==> config.mk <==
export PLATFORM = sky130hd
export DESIGN_NAME = percent_line_parser_core_flat
export DESIGN_NICKNAME = d
export VERILOG_FILES = /design/src/rtl/core/plp_pkg.sv /design/src/rtl/core/plp_ifs.sv /design/src/rtl/core/percent_line_parser_core.sv /design/src/rtl/core/plp_step.sv /design/src/rtl/core/plp_out_stage.sv /design/src/flat_wrapper.sv
export SDC_FILE = /design/constraint.sdc
export NUM_CORES = 1
export LEC_CHECK = 0
export ABC_AREA = 1
export BUFFER_PORTS_ARGS = -buffer_cell sky130_fd_sc_hd__clkbuf_2
export CAP_MARGIN = 30
export CORE_ASPECT_RATIO = 2
export CORE_MARGIN = 4
export CORE_UTILIZATION = 49
export CTS_BUF_LIST = sky130_fd_sc_hd__clkbuf_8
export DETAILED_ROUTE_END_ITERATION = 7
export PLACE_DENSITY_LB_ADDON = 0.05
export SYNTH_ARGS = -nofsm -noshare
export SYNTH_HDL_FRONTEND = slang
export SYNTH_SLANG_ARGS = --single-unit
==> constraint.sdc <==
create_clock -name clk -period 4 [get_ports clk]
set_clock_uncertainty 0.05 [all_clocks]
set_input_delay 0 -clock clk [delete_from_list [all_inputs] [get_ports clk]]
set_output_delay 0 -clock clk [all_outputs]
set_load 0.01 [all_outputs]
==> src/rtl/core/plp_pkg.sv <==
package plp_pkg;

  localparam int unsigned ByteW  = 8;
  localparam int unsigned PctW   = 7;
  localparam int unsigned CountW = 8;

  localparam logic [ByteW-1:0]  CH_CR    = 8'h0D;
  localparam logic [ByteW-1:0]  CH_LF    = 8'h0A;
  localparam logic [ByteW-1:0]  CH_ZERO  = 8'h30;
  localparam logic [ByteW-1:0]  CH_NINE  = 8'h39;
  localparam logic [ByteW-1:0]  CH_PLUS  = 8'h2B;
  localparam logic [ByteW-1:0]  CH_MINUS = 8'h2D;

  localparam logic [PctW-1:0]   PCT_MAX   = 7'd100;
  localparam logic [PctW-1:0]   PCT_TEN   = 7'd10;
  localparam logic [CountW-1:0] COUNT_MAX = 8'd255;

  typedef enum logic [2:0] {
    MODE_IDLE    = 3'd0,
    MODE_NUMBER  = 3'd1,
    MODE_PLUS    = 3'd2,
    MODE_MINUS   = 3'd3,
    MODE_INVALID = 3'd4
  } plp_mode_t;

  typedef struct packed {
    logic              line_valid;
    logic [PctW-1:0]   percent_value;
    logic [CountW-1:0] char_count;
  } plp_result_t;

endpackage

==> src/rtl/core/plp_ifs.sv <==
interface plp_in_if;
  logic                      valid;
  logic                      ready;
  logic [plp_pkg::ByteW-1:0] rx_byte;

  modport source (output valid, output rx_byte, input ready);
  modport sink   (input valid, input rx_byte, output ready);
endinterface

interface plp_out_if;
  logic                       valid;
  logic                       ready;
  logic                       line_valid;
  logic [plp_pkg::PctW-1:0]   percent_value;
  logic [plp_pkg::CountW-1:0] char_count;

  modport source (output valid, output line_valid, output percent_value,
                  output char_count, input ready);
  modport sink   (input valid, input line_valid, input percent_value,
                  input char_count, output ready);
endinterface

==> src/rtl/core/percent_line_parser_core.sv <==
// channel | dir | payload                                  | transfer
// rx      | in  | rx_byte[7:0]                             | valid & ready
// res     | out | line_valid, percent_value[6:0], char[7:0] | valid & ready
// cfg     | in  | cfg_wdata[6:0] (start_value)              | cfg_we
//
// One byte per cycle unless stalled: byte register, then the per-byte parse
// update into the line state and, on CR/LF, into the result register.
// A terminator waits in the byte register only while the result register is
// full and not being taken; rx.ready then drops. Sync reset clears all control.
module percent_line_parser_core (
  input  logic                      clk,
  input  logic                      rst,
  input  logic                      cfg_we,
  input  logic [plp_pkg::PctW-1:0]  cfg_wdata,
  plp_in_if.sink                    rx,
  plp_out_if.source                 res
);
  import plp_pkg::*;

  logic              byte_valid;
  logic [ByteW-1:0]  byte_q;
  logic [PctW-1:0]   start_value;
  plp_mode_t         mode;
  logic [PctW-1:0]   running_value;
  logic [CountW-1:0] chars_seen;

  plp_mode_t         mode_next;
  logic [PctW-1:0]   running_next;
  logic [CountW-1:0] chars_next;
  logic              is_term;
  plp_result_t       result;
  logic              out_free;
  logic              step;

  assign step     = byte_valid && (!is_term || out_free);
  assign rx.ready = !byte_valid || step;

  always_ff @(posedge clk) begin
    if (rst) begin
      byte_valid <= 1'b0;
    end else if (rx.ready) begin
      byte_valid <= rx.valid;
    end
  end

  always_ff @(posedge clk) begin
    if (rx.ready && rx.valid) begin
      byte_q <= rx.rx_byte;
    end
  end

  always_ff @(posedge clk) begin
    if (rst) begin
      start_value <= '0;
    end else if (cfg_we) begin
      start_value <= cfg_wdata;
    end
  end

  always_ff @(posedge clk) begin
    if (rst) begin
      mode          <= MODE_IDLE;
      running_value <= '0;
      chars_seen    <= '0;
    end else if (step) begin
      mode          <= mode_next;
      running_value <= running_next;
      chars_seen    <= chars_next;
    end
  end

  plp_step u_step (
    .mode          (mode),
    .running_value (running_value),
    .chars_seen    (chars_seen),
    .start_value   (start_value),
    .rx_byte       (byte_q),
    .mode_next     (mode_next),
    .running_next  (running_next),
    .chars_next    (chars_next),
    .is_term       (is_term),
    .result        (result)
  );

  plp_out_stage u_out (
    .clk    (clk),
    .rst    (rst),
    .load   (step && is_term),
    .result (result),
    .free   (out_free),
    .res    (res)
  );

endmodule

==> src/rtl/core/plp_step.sv <==
module plp_step (
  input  plp_pkg::plp_mode_t          mode,
  input  logic [plp_pkg::PctW-1:0]    running_value,
  input  logic [plp_pkg::CountW-1:0]  chars_seen,
  input  logic [plp_pkg::PctW-1:0]    start_value,
  input  logic [plp_pkg::ByteW-1:0]   rx_byte,
  output plp_pkg::plp_mode_t          mode_next,
  output logic [plp_pkg::PctW-1:0]    running_next,
  output logic [plp_pkg::CountW-1:0]  chars_next,
  output logic                        is_term,
  output plp_pkg::plp_result_t        result
);
  import plp_pkg::*;

  logic            is_digit;
  logic [PctW-1:0] digit;
  logic [PctW-1:0] times_ten;
  plp_mode_t       eff_mode;
  logic [PctW-1:0] eff_value;

  assign is_term   = (rx_byte == CH_CR) || (rx_byte == CH_LF);
  assign is_digit  = (rx_byte >= CH_ZERO) && (rx_byte <= CH_NINE);
  assign digit     = {3'b000, rx_byte[3:0]};
  assign times_ten = {running_value[PctW-4:0], 3'b000} + {running_value[PctW-2:0], 1'b0};

  always_comb begin
    result.line_valid    = (mode != MODE_INVALID);
    result.percent_value = (mode == MODE_IDLE) ? start_value : running_value;
    result.char_count    = chars_seen;

    // first character of a line picks the mode
    eff_mode  = mode;
    eff_value = running_value;
    if (mode == MODE_IDLE) begin
      eff_value = start_value;
      if (is_digit) begin
        eff_mode  = MODE_NUMBER;
        eff_value = '0;
      end else if (rx_byte == CH_PLUS) begin
        eff_mode = MODE_PLUS;
      end else if (rx_byte == CH_MINUS) begin
        eff_mode = MODE_MINUS;
      end else begin
        eff_mode = MODE_INVALID;
      end
    end

    mode_next    = eff_mode;
    running_next = eff_value;
    case (eff_mode)
      MODE_NUMBER: begin
        if (!is_digit) begin
          mode_next = MODE_INVALID;
        end else if (eff_value < PCT_TEN) begin
          running_next = ((mode == MODE_IDLE) ? '0 : times_ten) + digit;
        end else if (eff_value == PCT_TEN && digit == '0) begin
          running_next = PCT_MAX;
        end else begin
          mode_next = MODE_INVALID;
        end
      end
      MODE_PLUS: begin
        if (rx_byte != CH_PLUS) begin
          mode_next = MODE_INVALID;
        end else if (eff_value < PCT_MAX) begin
          running_next = eff_value + 7'd1;
        end
      end
      MODE_MINUS: begin
        if (rx_byte != CH_MINUS) begin
          mode_next = MODE_INVALID;
        end else if (eff_value != '0) begin
          running_next = eff_value - 7'd1;
        end
      end
      default: begin
      end
    endcase

    chars_next = (chars_seen == COUNT_MAX) ? chars_seen : chars_seen + 8'd1;

    if (is_term) begin
      mode_next    = MODE_IDLE;
      running_next = start_value;
      chars_next   = '0;
    end
  end

endmodule

==> src/rtl/core/plp_out_stage.sv <==
module plp_out_stage (
  input  logic                 clk,
  input  logic                 rst,
  input  logic                 load,
  input  plp_pkg::plp_result_t result,
  output logic                 free,
  plp_out_if.source            res
);
  import plp_pkg::*;

  logic        valid;
  plp_result_t data;

  assign free = !valid || res.ready;

  always_ff @(posedge clk) begin
    if (rst) begin
      valid <= 1'b0;
    end else if (load) begin
      valid <= 1'b1;
    end else if (res.ready) begin
      valid <= 1'b0;
    end
  end

  always_ff @(posedge clk) begin
    if (load) begin
      data <= result;
    end
  end

  assign res.valid         = valid;
  assign res.line_valid    = data.line_valid;
  assign res.percent_value = data.percent_value;
  assign res.char_count    = data.char_count;

endmodule

==> src/flat_wrapper.sv <==
// flat-port wrapper written by rule: the top's interface ports become plain ports
module percent_line_parser_core_flat import plp_pkg::*;
  (clk, rst, cfg_we, cfg_wdata, rx_valid, rx_rx_byte, rx_ready, res_valid, res_line_valid, res_percent_value, res_char_count, res_ready);
  plp_in_if rx_i ();
  plp_out_if res_i ();
  input  logic clk;
  input  logic rst;
  input  logic cfg_we;
  input  logic [plp_pkg::PctW-1:0] cfg_wdata;
  input wire logic [$bits(rx_i.valid)-1:0] rx_valid;
  input wire logic [$bits(rx_i.rx_byte)-1:0] rx_rx_byte;
  output wire logic [$bits(rx_i.ready)-1:0] rx_ready;
  output wire logic [$bits(res_i.valid)-1:0] res_valid;
  output wire logic [$bits(res_i.line_valid)-1:0] res_line_valid;
  output wire logic [$bits(res_i.percent_value)-1:0] res_percent_value;
  output wire logic [$bits(res_i.char_count)-1:0] res_char_count;
  input wire logic [$bits(res_i.ready)-1:0] res_ready;
  assign rx_i.valid = rx_valid;
  assign rx_i.rx_byte = rx_rx_byte;
  assign rx_ready = rx_i.ready;
  assign res_valid = res_i.valid;
  assign res_line_valid = res_i.line_valid;
  assign res_percent_value = res_i.percent_value;
  assign res_char_count = res_i.char_count;
  assign res_i.ready = res_ready;
  percent_line_parser_core u_core (.clk(clk), .rst(rst), .cfg_we(cfg_we), .cfg_wdata(cfg_wdata), .rx(rx_i), .res(res_i));
endmodule
==> metrics.txt, run 1 <==
# TYPE chip_impl_metric gauge
chip_impl_metric{name="global_route.usage.total",unit="%"} 25.1
chip_impl_metric{name="synth.yosys.seq_area_share",unit="%"} 37.2
chip_impl_metric{name="worst-endpoint-arrival",unit="ns"} 3.00
chip_impl_metric{name="post_route_cells_drive_above_1_share",unit="%"} 20.9
chip_impl_info{name="worst-setup-path-type",value="reg2reg"} 1
chip_impl_metric{name="synth_nets",unit=""} 476
chip_impl_metric{name="finalWeightedCongestion",unit=""} 0.987
chip_impl_metric{name="tns",unit="ns"} 0
chip_impl_info{name="setup_repair_after_global_routing_missed_its_margin",value="false"} 1
chip_impl_metric{name="netlist-cell-type-count",unit=""} 43
chip_impl_metric{name="final.fill_count",unit=""} 649
chip_impl_metric{name="port_buffers",unit=""} 37
chip_impl_metric{name="cts_bufs_inserted",unit=""} 5
chip_impl_metric{name="asr_flop_ratio_synth",unit="%"} 0
chip_impl_metric{name="post-route-drc-count",unit=""} 0
chip_impl_metric{name="number_of_drc_markers_in_iteration_0",unit=""} 172
chip_impl_metric{name="met1_capacity_usage_during_global_routing",unit="%"} 23.7
chip_impl_metric{name="die_height",unit="um"} 126
chip_impl_metric{name="postLayoutSetupSlackWorst",unit="ns"} 1.14
chip_impl_info{name="cts_tree",value="built"} 1
chip_impl_metric{name="synth.cell_area",unit="mm^2"} 0.00339
chip_impl_metric{name="met2_usage",unit="%"} 46.1
chip_impl_metric{name="clock_sink_count",unit=""} 51
chip_impl_info{name="ys_dominant_reg_cell",value="dfxtp_1"} 1
chip_impl_metric{name="cp.required",unit="ns"} 4.14
chip_impl_metric{name="dr.pass1.iters",unit=""} 4
chip_impl_metric{name="cap_viol_max_count",unit=""} 0
chip_impl_metric{name="placement_rows",unit=""} 42
chip_impl_info{name="synth_top_area_cell",value="edfxtp_1"} 1
chip_impl_metric{name="design.die.area",unit="mm^2"} 0.00840
chip_impl_info{name="hold_path.class",value="in2reg"} 1
chip_impl_metric{name="io_pins",unit=""} 38
chip_impl_metric{name="critical_path_peak_fanout",unit=""} 18
chip_impl_info{name="synth.area.top_cells",value="edfxtp_1 21%, dfxtp_1 16%, nand2_1 12%"} 1
chip_impl_metric{name="place_worst_setup_slack",unit="ns"} 1.20
chip_impl_metric{name="number_of_antenna_violations_at_the_first_check_in_global_routing",unit=""} 0
chip_impl_metric{name="synth_simple_gate_area_share",unit="%"} 36.7
chip_impl_metric{name="synthesis.instances",unit=""} 445
chip_impl_info{name="endpoint_kind",value="flip-flop"} 1
chip_impl_metric{name="ctsLongestPathBuffers",unit=""} 2
chip_impl_metric{name="floorplan.initialDensity",unit="%"} 50.8
chip_impl_metric{name="drv_slew",unit=""} 0
chip_impl_info{name="gr-max-usage-layer",value="met2"} 1
chip_impl_metric{name="floorplan.die.width",unit="um"} 66.8
chip_impl_metric{name="layout.core_utilization",unit="%"} 59.2
chip_impl_metric{name="synth_compound_gate_area_share",unit="%"} 12.6
chip_impl_metric{name="final_hold_viol_count",unit=""} 0
chip_impl_metric{name="core_area",unit="mm^2"} 0.00667
chip_impl_metric{name="fin_hold_ws",unit="ns"} 0.0404
chip_impl_metric{name="fmax",unit="MHz"} 349
chip_impl_metric{name="fin_nets",unit=""} 537
chip_impl_metric{name="grt_first_pass_wirelength",unit="um"} 15800
chip_impl_metric{name="detail_route.vias_per_cell",unit=""} 5.35
chip_impl_metric{name="cts_resized",unit=""} 0
chip_impl_metric{name="powerDensity",unit="mW/mm^2"} 278
chip_impl_metric{name="grt_pass1_vias",unit=""} 3230
chip_impl_metric{name="yosys.area_share.adder",unit="%"} 4.50
chip_impl_metric{name="wirelength",unit="um"} 9750
chip_impl_metric{name="yosys.area.top_type_share",unit="%"} 21.2
chip_impl_metric{name="largest_net_degree_at_the_start_of_global_routing",unit=""} 19
chip_impl_info{name="final_cell_mix",value="110 x nand2_1, 50 x inv_1, 40 x nor2_1"} 1
chip_impl_metric{name="syn_to_layout_area_delta",unit="%"} 16.4
chip_impl_metric{name="antenna_cells_inserted",unit=""} 0
chip_impl_metric{name="htreeDepth",unit=""} 2
chip_impl_metric{name="finalWorstPathRequiredPeriod",unit="ns"} 2.86
chip_impl_info{name="critical_path.startpoint_type",value="flip-flop"} 1
chip_impl_metric{name="postRouteAntennaNets",unit=""} 0
chip_impl_metric{name="clock_insertion_delay_worst_skew",unit="ns"} 0.31
chip_impl_metric{name="postSynthAreaPerCell",unit="um^2"} 7.63
chip_impl_metric{name="synth.ff_latch_count",unit=""} 51
chip_impl_metric{name="worst_setup_hold_path_clk_slew",unit="ns"} 0.10
chip_impl_metric{name="globalRouteMet3Util",unit="%"} 4.10
chip_impl_metric{name="synth-edff-count",unit=""} 24
chip_impl_metric{name="detailedPlacementHpwl",unit="um"} 7730
chip_impl_metric{name="measured_slew_at_the_worst_slew_check_pin",unit="ns"} 0.797
chip_impl_info{name="dominant_combinational_cell_family_by_area_after_synthesis",value="simple AND/OR/NAND/NOR gates"} 1
chip_impl_metric{name="synth_xor_area_share",unit="%"} 1.55
chip_impl_info{name="cts-root-buf",value="clkbuf_8"} 1
chip_impl_metric{name="report.final.setup_viol",unit=""} 0
chip_impl_metric{name="ys_warn_count",unit=""} 0
chip_impl_metric{name="p_leak",unit="nW"} 1.77
chip_impl_metric{name="timing.slew.headroom",unit="%"} 46.8
chip_impl_metric{name="wl_per_cell",unit="um"} 16.4
chip_impl_metric{name="post-route-period-util",unit="%"} 71.5
chip_impl_info{name="layout_commonest_cell",value="nand2_1"} 1
chip_impl_info{name="outcome",value="complete, no violations"} 1
chip_impl_metric{name="worst_ir_drop_vdd",unit="V"} 0.000295
chip_impl_metric{name="muxShareOfSynthArea",unit="%"} 0
chip_impl_metric{name="vias",unit=""} 3181
chip_impl_metric{name="grt_remaining_overflow",unit=""} 0
-- layout make-up --
class / count / area, um^2 / area share (%)
clock buffer: 5 / 68.8 / 1.74
clock inverter: 3 / 16.3 / 0.412
inverter: 58 / 219 / 5.54
multi-input combinational: 332 / 1880 / 47.6
sequential: 51 / 1260 / 31.9
tap: 88 / 110 / 2.79
timing repair buffer: 58 / 395 / 10.0
-- cells in the mapped netlist, types with 9 or more instances --
master	number
nand4_1	9
o21ai_1	10
dfxtp_1	27
nand2_2	15
o21ai_0	9
ha_1	9
nand2_4	13
edfxtp_1	24
inv_1	49
nand2_1	110
nor2_1	40
a21oi_1	30
nand3_1	33
-- cells by family (layout without fill, tap and decap cells) --
| logic type | Yosys count | count (layout) |
|---|---|---|
| fa+ha+maj | 11 | 11 |
| flops | 51 | 51 |
| simple gates | 247 | 247 |
| buf+inv | 62 | 124 |
| xor+xnor | 6 | 6 |
| compound gates | 68 | 68 |
-- layer usage --
| metal | part of all wire, % | vias to the layer above | wire (um) |
|---|---|---|---|
| met5 | 0 | - | 0 |
| met4 | 7.5 | 0 | 733 |
| met3 | 3.4 | 43 | 332 |
| met2 | 55 | 89 | 5400 |
| met1 | 34 | 1464 | 3290 |
| li1 | - | 1585 | - |
-- report_power, final --
group	switching [mW]	internal, mW	leakage [nW]	total, mW
clock network	0.170	0.120	0.0453	0.290
logic	0.149	0.0786	1.28	0.228
registers	0.0172	0.563	0.445	0.581
total	0.336	0.762	1.77	1.10
-- sequential cells by signal, summed over array words and instances, names as in the netlist --
signal	cells
u_core.chars_seen	8
u_core.u_out.res.percent_value	7
u_core.u_out.res.valid	1
u_core.byte_valid	1
u_core.u_out.res.line_valid	1
u_core.running_value	7
u_core.mode	3
u_core.start_value	7
u_core.byte_q	8
u_core.u_out.res.char_count	8
-- stage by stage --
stage               power (mW)  cells  area [um^2]
floorplan                0.743    445         3390
global placement         0.799    566         3650
detailed placement       0.800    566         3650
CTS                       1.11    595         3950
global route              1.16    595         3950
finish                    1.10    595         3950
-- worst paths after layout --
path,startpoint,endpoint,slack (ns),cells after the start
min reg2reg,u_core.running_value[6],u_core.running_value[6],0.42,2
max,u_core.byte_q[1],u_core.running_value[2],1.14,13
max reg2reg,u_core.byte_q[1],u_core.running_value[2],1.14,13
min,cfg_we,u_core.start_value[3],0.04,3
-- repair_timing --
item / CTS / global route
endpoints found under the setup margin: 0 / 0
endpoints found under the hold margin: 17 / 0
buffers inserted: 0 / 0
hold buffers: 21 / 0
-- critical path, stage by stage (launching register included) --
cell and delay [ns]:
edfxtp_1 0.49, inv_1 0.09, nand2_1 0.05, nor2_1 0.12, inv_1 0.05, nand2_1 0.05, and2_1 0.43, nand3_1 0.15
nand2_2 0.30, inv_2 0.09, nand2_2 0.10, inv_1 0.36, a22oi_1 0.32, a21oi_2 0.08
Note: power is estimated with default switching activity, not from simulation.
==> inputs of run 2 (changes only) <==
- ABC_AREA: 1 -> 0
- clock period: 4 -> 2.8 ns (I/O delays scaled with it)
==> metrics.txt, run 2 <==
# TYPE chip_impl_metric gauge
chip_impl_metric{name="vias",unit=""} 3398
chip_impl_metric{name="timing.slew.headroom",unit="%"} 56.3
chip_impl_metric{name="htreeDepth",unit=""} 2
chip_impl_metric{name="total_power",unit="mW"} 1.70
chip_impl_metric{name="detailedPlacementHpwl",unit="um"} 9500
chip_impl_metric{name="largest_net_degree_at_the_start_of_global_routing",unit=""} 30
chip_impl_metric{name="r2r_cells",unit=""} 6
chip_impl_metric{name="measured_slew_at_the_worst_slew_check_pin",unit="ns"} 0.656
chip_impl_metric{name="global_route.usage.total",unit="%"} 30.5
chip_impl_metric{name="post_route_cells_drive_above_1_share",unit="%"} 24.1
chip_impl_metric{name="number_of_drc_markers_in_iteration_0",unit=""} 278
chip_impl_metric{name="syn_to_layout_area_delta",unit="%"} 23.5
chip_impl_metric{name="yosys.area_share.adder",unit="%"} 4.52
chip_impl_metric{name="synth.cell_area",unit="mm^2"} 0.00337
chip_impl_metric{name="io_pins",unit=""} 38
chip_impl_metric{name="worst_ir_drop_vdd",unit="V"} 0.000279
chip_impl_metric{name="grt_pass1_vias",unit=""} 3376
chip_impl_info{name="yosys-top-cells-count",value="43 x nor2_1, 37 x nand2_1, 27 x dfxtp_1"} 1
chip_impl_metric{name="number_of_antenna_violations_at_the_first_check_in_global_routing",unit=""} 0
chip_impl_metric{name="synthesis.instances",unit=""} 377
chip_impl_metric{name="clock_insertion_delay_worst_skew",unit="ns"} 0.32
chip_impl_metric{name="cts_bufs_inserted",unit=""} 5
chip_impl_metric{name="final_cell_count_no_fill",unit=""} 548
chip_impl_metric{name="synth_compound_gate_area_share",unit="%"} 25.3
chip_impl_info{name="critical_path.endpoint",value="u_core.byte_valid"} 1
chip_impl_metric{name="die_height",unit="um"} 125
chip_impl_info{name="outcome",value="complete, no violations"} 1
chip_impl_metric{name="synth_nets",unit=""} 408
chip_impl_metric{name="finished_layout_cell_area",unit="mm^2"} 0.00417
chip_impl_info{name="hold_path.class",value="in2reg"} 1
chip_impl_metric{name="synth-edff-count",unit=""} 24
chip_impl_metric{name="cap_viol_max_count",unit=""} 0
chip_impl_info{name="ys_dominant_reg_cell",value="dfxtp_1"} 1
chip_impl_metric{name="powerDensity",unit="mW/mm^2"} 407
chip_impl_metric{name="cp.required",unit="ns"} 3.00
chip_impl_info{name="reg2reg_to",value="u_core.byte_valid"} 1
chip_impl_metric{name="critical_path_peak_fanout",unit=""} 13
chip_impl_metric{name="finalWeightedCongestion",unit=""} 0.994
chip_impl_metric{name="finalWorstPathRequiredPeriod",unit="ns"} 2.72
chip_impl_metric{name="drv_slew",unit=""} 0
chip_impl_metric{name="fin_nets",unit=""} 491
chip_impl_info{name="synth.area.top_cells",value="edfxtp_1 21%, dfxtp_1 16%, nor2_1 4.8%"} 1
chip_impl_info{name="setup_repair_after_global_routing_missed_its_margin",value="true"} 1
chip_impl_metric{name="clock_sink_count",unit=""} 51
chip_impl_info{name="critical_path.startpoint_type",value="flip-flop"} 1
chip_impl_metric{name="wirelength",unit="um"} 12000
chip_impl_info{name="synth.most_common_cell",value="nor2_1"} 1
chip_impl_metric{name="port_buffers",unit=""} 37
chip_impl_metric{name="worst_setup_hold_path_clk_slew",unit="ns"} 0.09
chip_impl_metric{name="post-route-period-util",unit="%"} 97.2
chip_impl_metric{name="dr.pass1.iters",unit=""} 4
chip_impl_metric{name="asr_flop_ratio_synth",unit="%"} 0
chip_impl_metric{name="worst-endpoint-arrival",unit="ns"} 2.93
chip_impl_metric{name="ctsLongestPathBuffers",unit=""} 2
chip_impl_info{name="crit_start",value="u_core.byte_q[3]"} 1
chip_impl_info{name="endpoint_kind",value="flip-flop"} 1
chip_impl_metric{name="antenna_cells_inserted",unit=""} 0
chip_impl_metric{name="synth_simple_gate_area_share",unit="%"} 24.0
chip_impl_metric{name="design.die.area",unit="mm^2"} 0.00836
chip_impl_info{name="cts_tree",value="built"} 1
chip_impl_metric{name="synth_xor_area_share",unit="%"} 2.60
chip_impl_metric{name="final_hold_viol_count",unit=""} 0
chip_impl_metric{name="grt_remaining_overflow",unit=""} 0
chip_impl_metric{name="netlist-cell-type-count",unit=""} 80
chip_impl_metric{name="report.final.setup_viol",unit=""} 0
chip_impl_metric{name="placed_cells_incl_taps",unit=""} 521
chip_impl_metric{name="muxShareOfSynthArea",unit="%"} 2.37
chip_impl_info{name="timing.rr.start",value="u_core.byte_q[3]"} 1
chip_impl_metric{name="tns",unit="ns"} 0
chip_impl_metric{name="postRouteAntennaNets",unit=""} 0
chip_impl_metric{name="grt_first_pass_wirelength",unit="um"} 18300
chip_impl_metric{name="worst-r2r-setup-slack",unit="ns"} 0.08
chip_impl_metric{name="placement_rows",unit=""} 42
chip_impl_metric{name="p_leak",unit="nW"} 1.61
chip_impl_metric{name="fin_hold_ws",unit="ns"} 0.0533
chip_impl_info{name="synth_top_area_cell",value="edfxtp_1"} 1
chip_impl_metric{name="core_area",unit="mm^2"} 0.00667
chip_impl_metric{name="wl_per_cell",unit="um"} 22.0
chip_impl_metric{name="post-route-drc-count",unit=""} 0
chip_impl_metric{name="fmax",unit="MHz"} 367
chip_impl_metric{name="floorplan.initialDensity",unit="%"} 50.6
chip_impl_metric{name="yosys.area.top_type_share",unit="%"} 21.4
chip_impl_metric{name="ys_warn_count",unit=""} 0
chip_impl_metric{name="synth.yosys.seq_area_share",unit="%"} 37.4
chip_impl_metric{name="floorplan.die.width",unit="um"} 66.7
chip_impl_metric{name="synth.ff_latch_count",unit=""} 51
chip_impl_info{name="dominant_combinational_cell_family_by_area_after_synthesis",value="compound AO/OA/AOI/OAI gates"} 1
chip_impl_info{name="layout_commonest_cell",value="nor2_1"} 1
chip_impl_metric{name="detail_route.vias_per_cell",unit=""} 6.20
chip_impl_info{name="cts-root-buf",value="clkbuf_8"} 1
chip_impl_info{name="final_cell_mix",value="43 x nor2_1, 39 x buf_4, 37 x nand2_1, 37 x clkbuf_2, 27 x dfxtp_1"} 1
chip_impl_metric{name="dpl_cell_area",unit="mm^2"} 0.00384
chip_impl_metric{name="postSynthAreaPerCell",unit="um^2"} 8.95
chip_impl_info{name="worst-setup-path-type",value="reg2reg"} 1
==> run 2: cell types whose count changed in the layout (fill, tap and decap cells not counted), moves of 6 or more <==
cell | before | now
inv_1 | 50 | 9
o21ai_0 | 9 | 20
inv_2 | 7 | 0
buf_4 | 0 | 39
a21oi_1 | 30 | 22
nor2_2 | 6 | 0
nand2_2 | 15 | 0
nand2_1 | 110 | 37
a211oi_1 | 0 | 6
mux2i_1 | 0 | 8
nand2_4 | 13 | 0
nor3_1 | 7 | 15
nand3_1 | 33 | 5
==> run 2: final cells by class <==
type                       instances  area [um^2]
tap                               88          110
multi-input combinational        300         2010
clock inverter                     2         37.5
inverter                           9         33.8
timing repair buffer              93          648
sequential                        51         1260
clock buffer                       5         68.8
fill                             593         2500
==> run 2: power breakdown <==
part	total, mW	switching [mW]	internal, mW
logic	0.339	0.194	0.145
registers	0.843	0.0400	0.803
clock network	0.514	0.253	0.261
==> run 2: timing repair <==
action / in CTS / in global routing
endpoints found under the hold margin: 16 / 0
gates resized for setup: 0 / 6
buffers inserted: 0 / 3
setup endpoints to repair: 0 / 6
hold buffers: 17 / 0
==> run 2: through the flow <==
step | utilization, % | worst slack [ns]
6_report | 62.5 | 0.0770
5_1_grt | 62.5 | -0.00700
4_1_cts | 61.7 | 0.0564
3_5_place_dp | 57.6 | 0.0833
3_3_place_gp | 57.5 | 0.125
2_1_floorplan | - | 0.0449
==> run 2: kinds of logic after synthesis <==
logic type      Yosys count
flops                    51
simple gates            152
fa+ha+maj                11
compound gates          119
mux                       8
xor+xnor                 10
buf+inv                  26
==> run 2: worst max-delay path, cell delays in order, from the launching register on <==
cell and delay, ns:
edfxtp_1 0.59, or4b_4 0.58, a211oi_1 0.24, buf_4 0.26
nand3_1 0.12, a21oi_1 0.20, dlygate4sd3_1 0.61
==> run 2: per-layer routing <==
| layer | GRT usage, % | share of wire [%] | vias up |
|---|---|---|---|
| li1 | - | - | 1587 |
| met1 | 29.4 | 31 | 1585 |
| met2 | 51.5 | 52 | 160 |
| met3 | 4.94 | 5.6 | 66 |
| met4 | 29.5 | 11 | 0 |
| met5 | 0 | 0 | - |
==> run 2: how the worst min path moves through the flow <==
stage / startpoint / endpoint / slack (ns) / depth (start not counted)
2_1_floorplan: rx_rx_byte[0] / u_core.byte_q[0] / 0.05 / 0
3_3_place_gp: rx_rx_byte[3] / u_core.byte_q[3] / 0.13 / 1
3_5_place_dp: rx_rx_byte[6] / u_core.byte_q[6] / 0.13 / 1
4_1_cts: res_ready / u_core.chars_seen[2] / 0.05 / 4
5_1_grt: cfg_we / u_core.start_value[3] / 0.09 / 3
6_report: res_ready / u_core.chars_seen[2] / 0.05 / 4
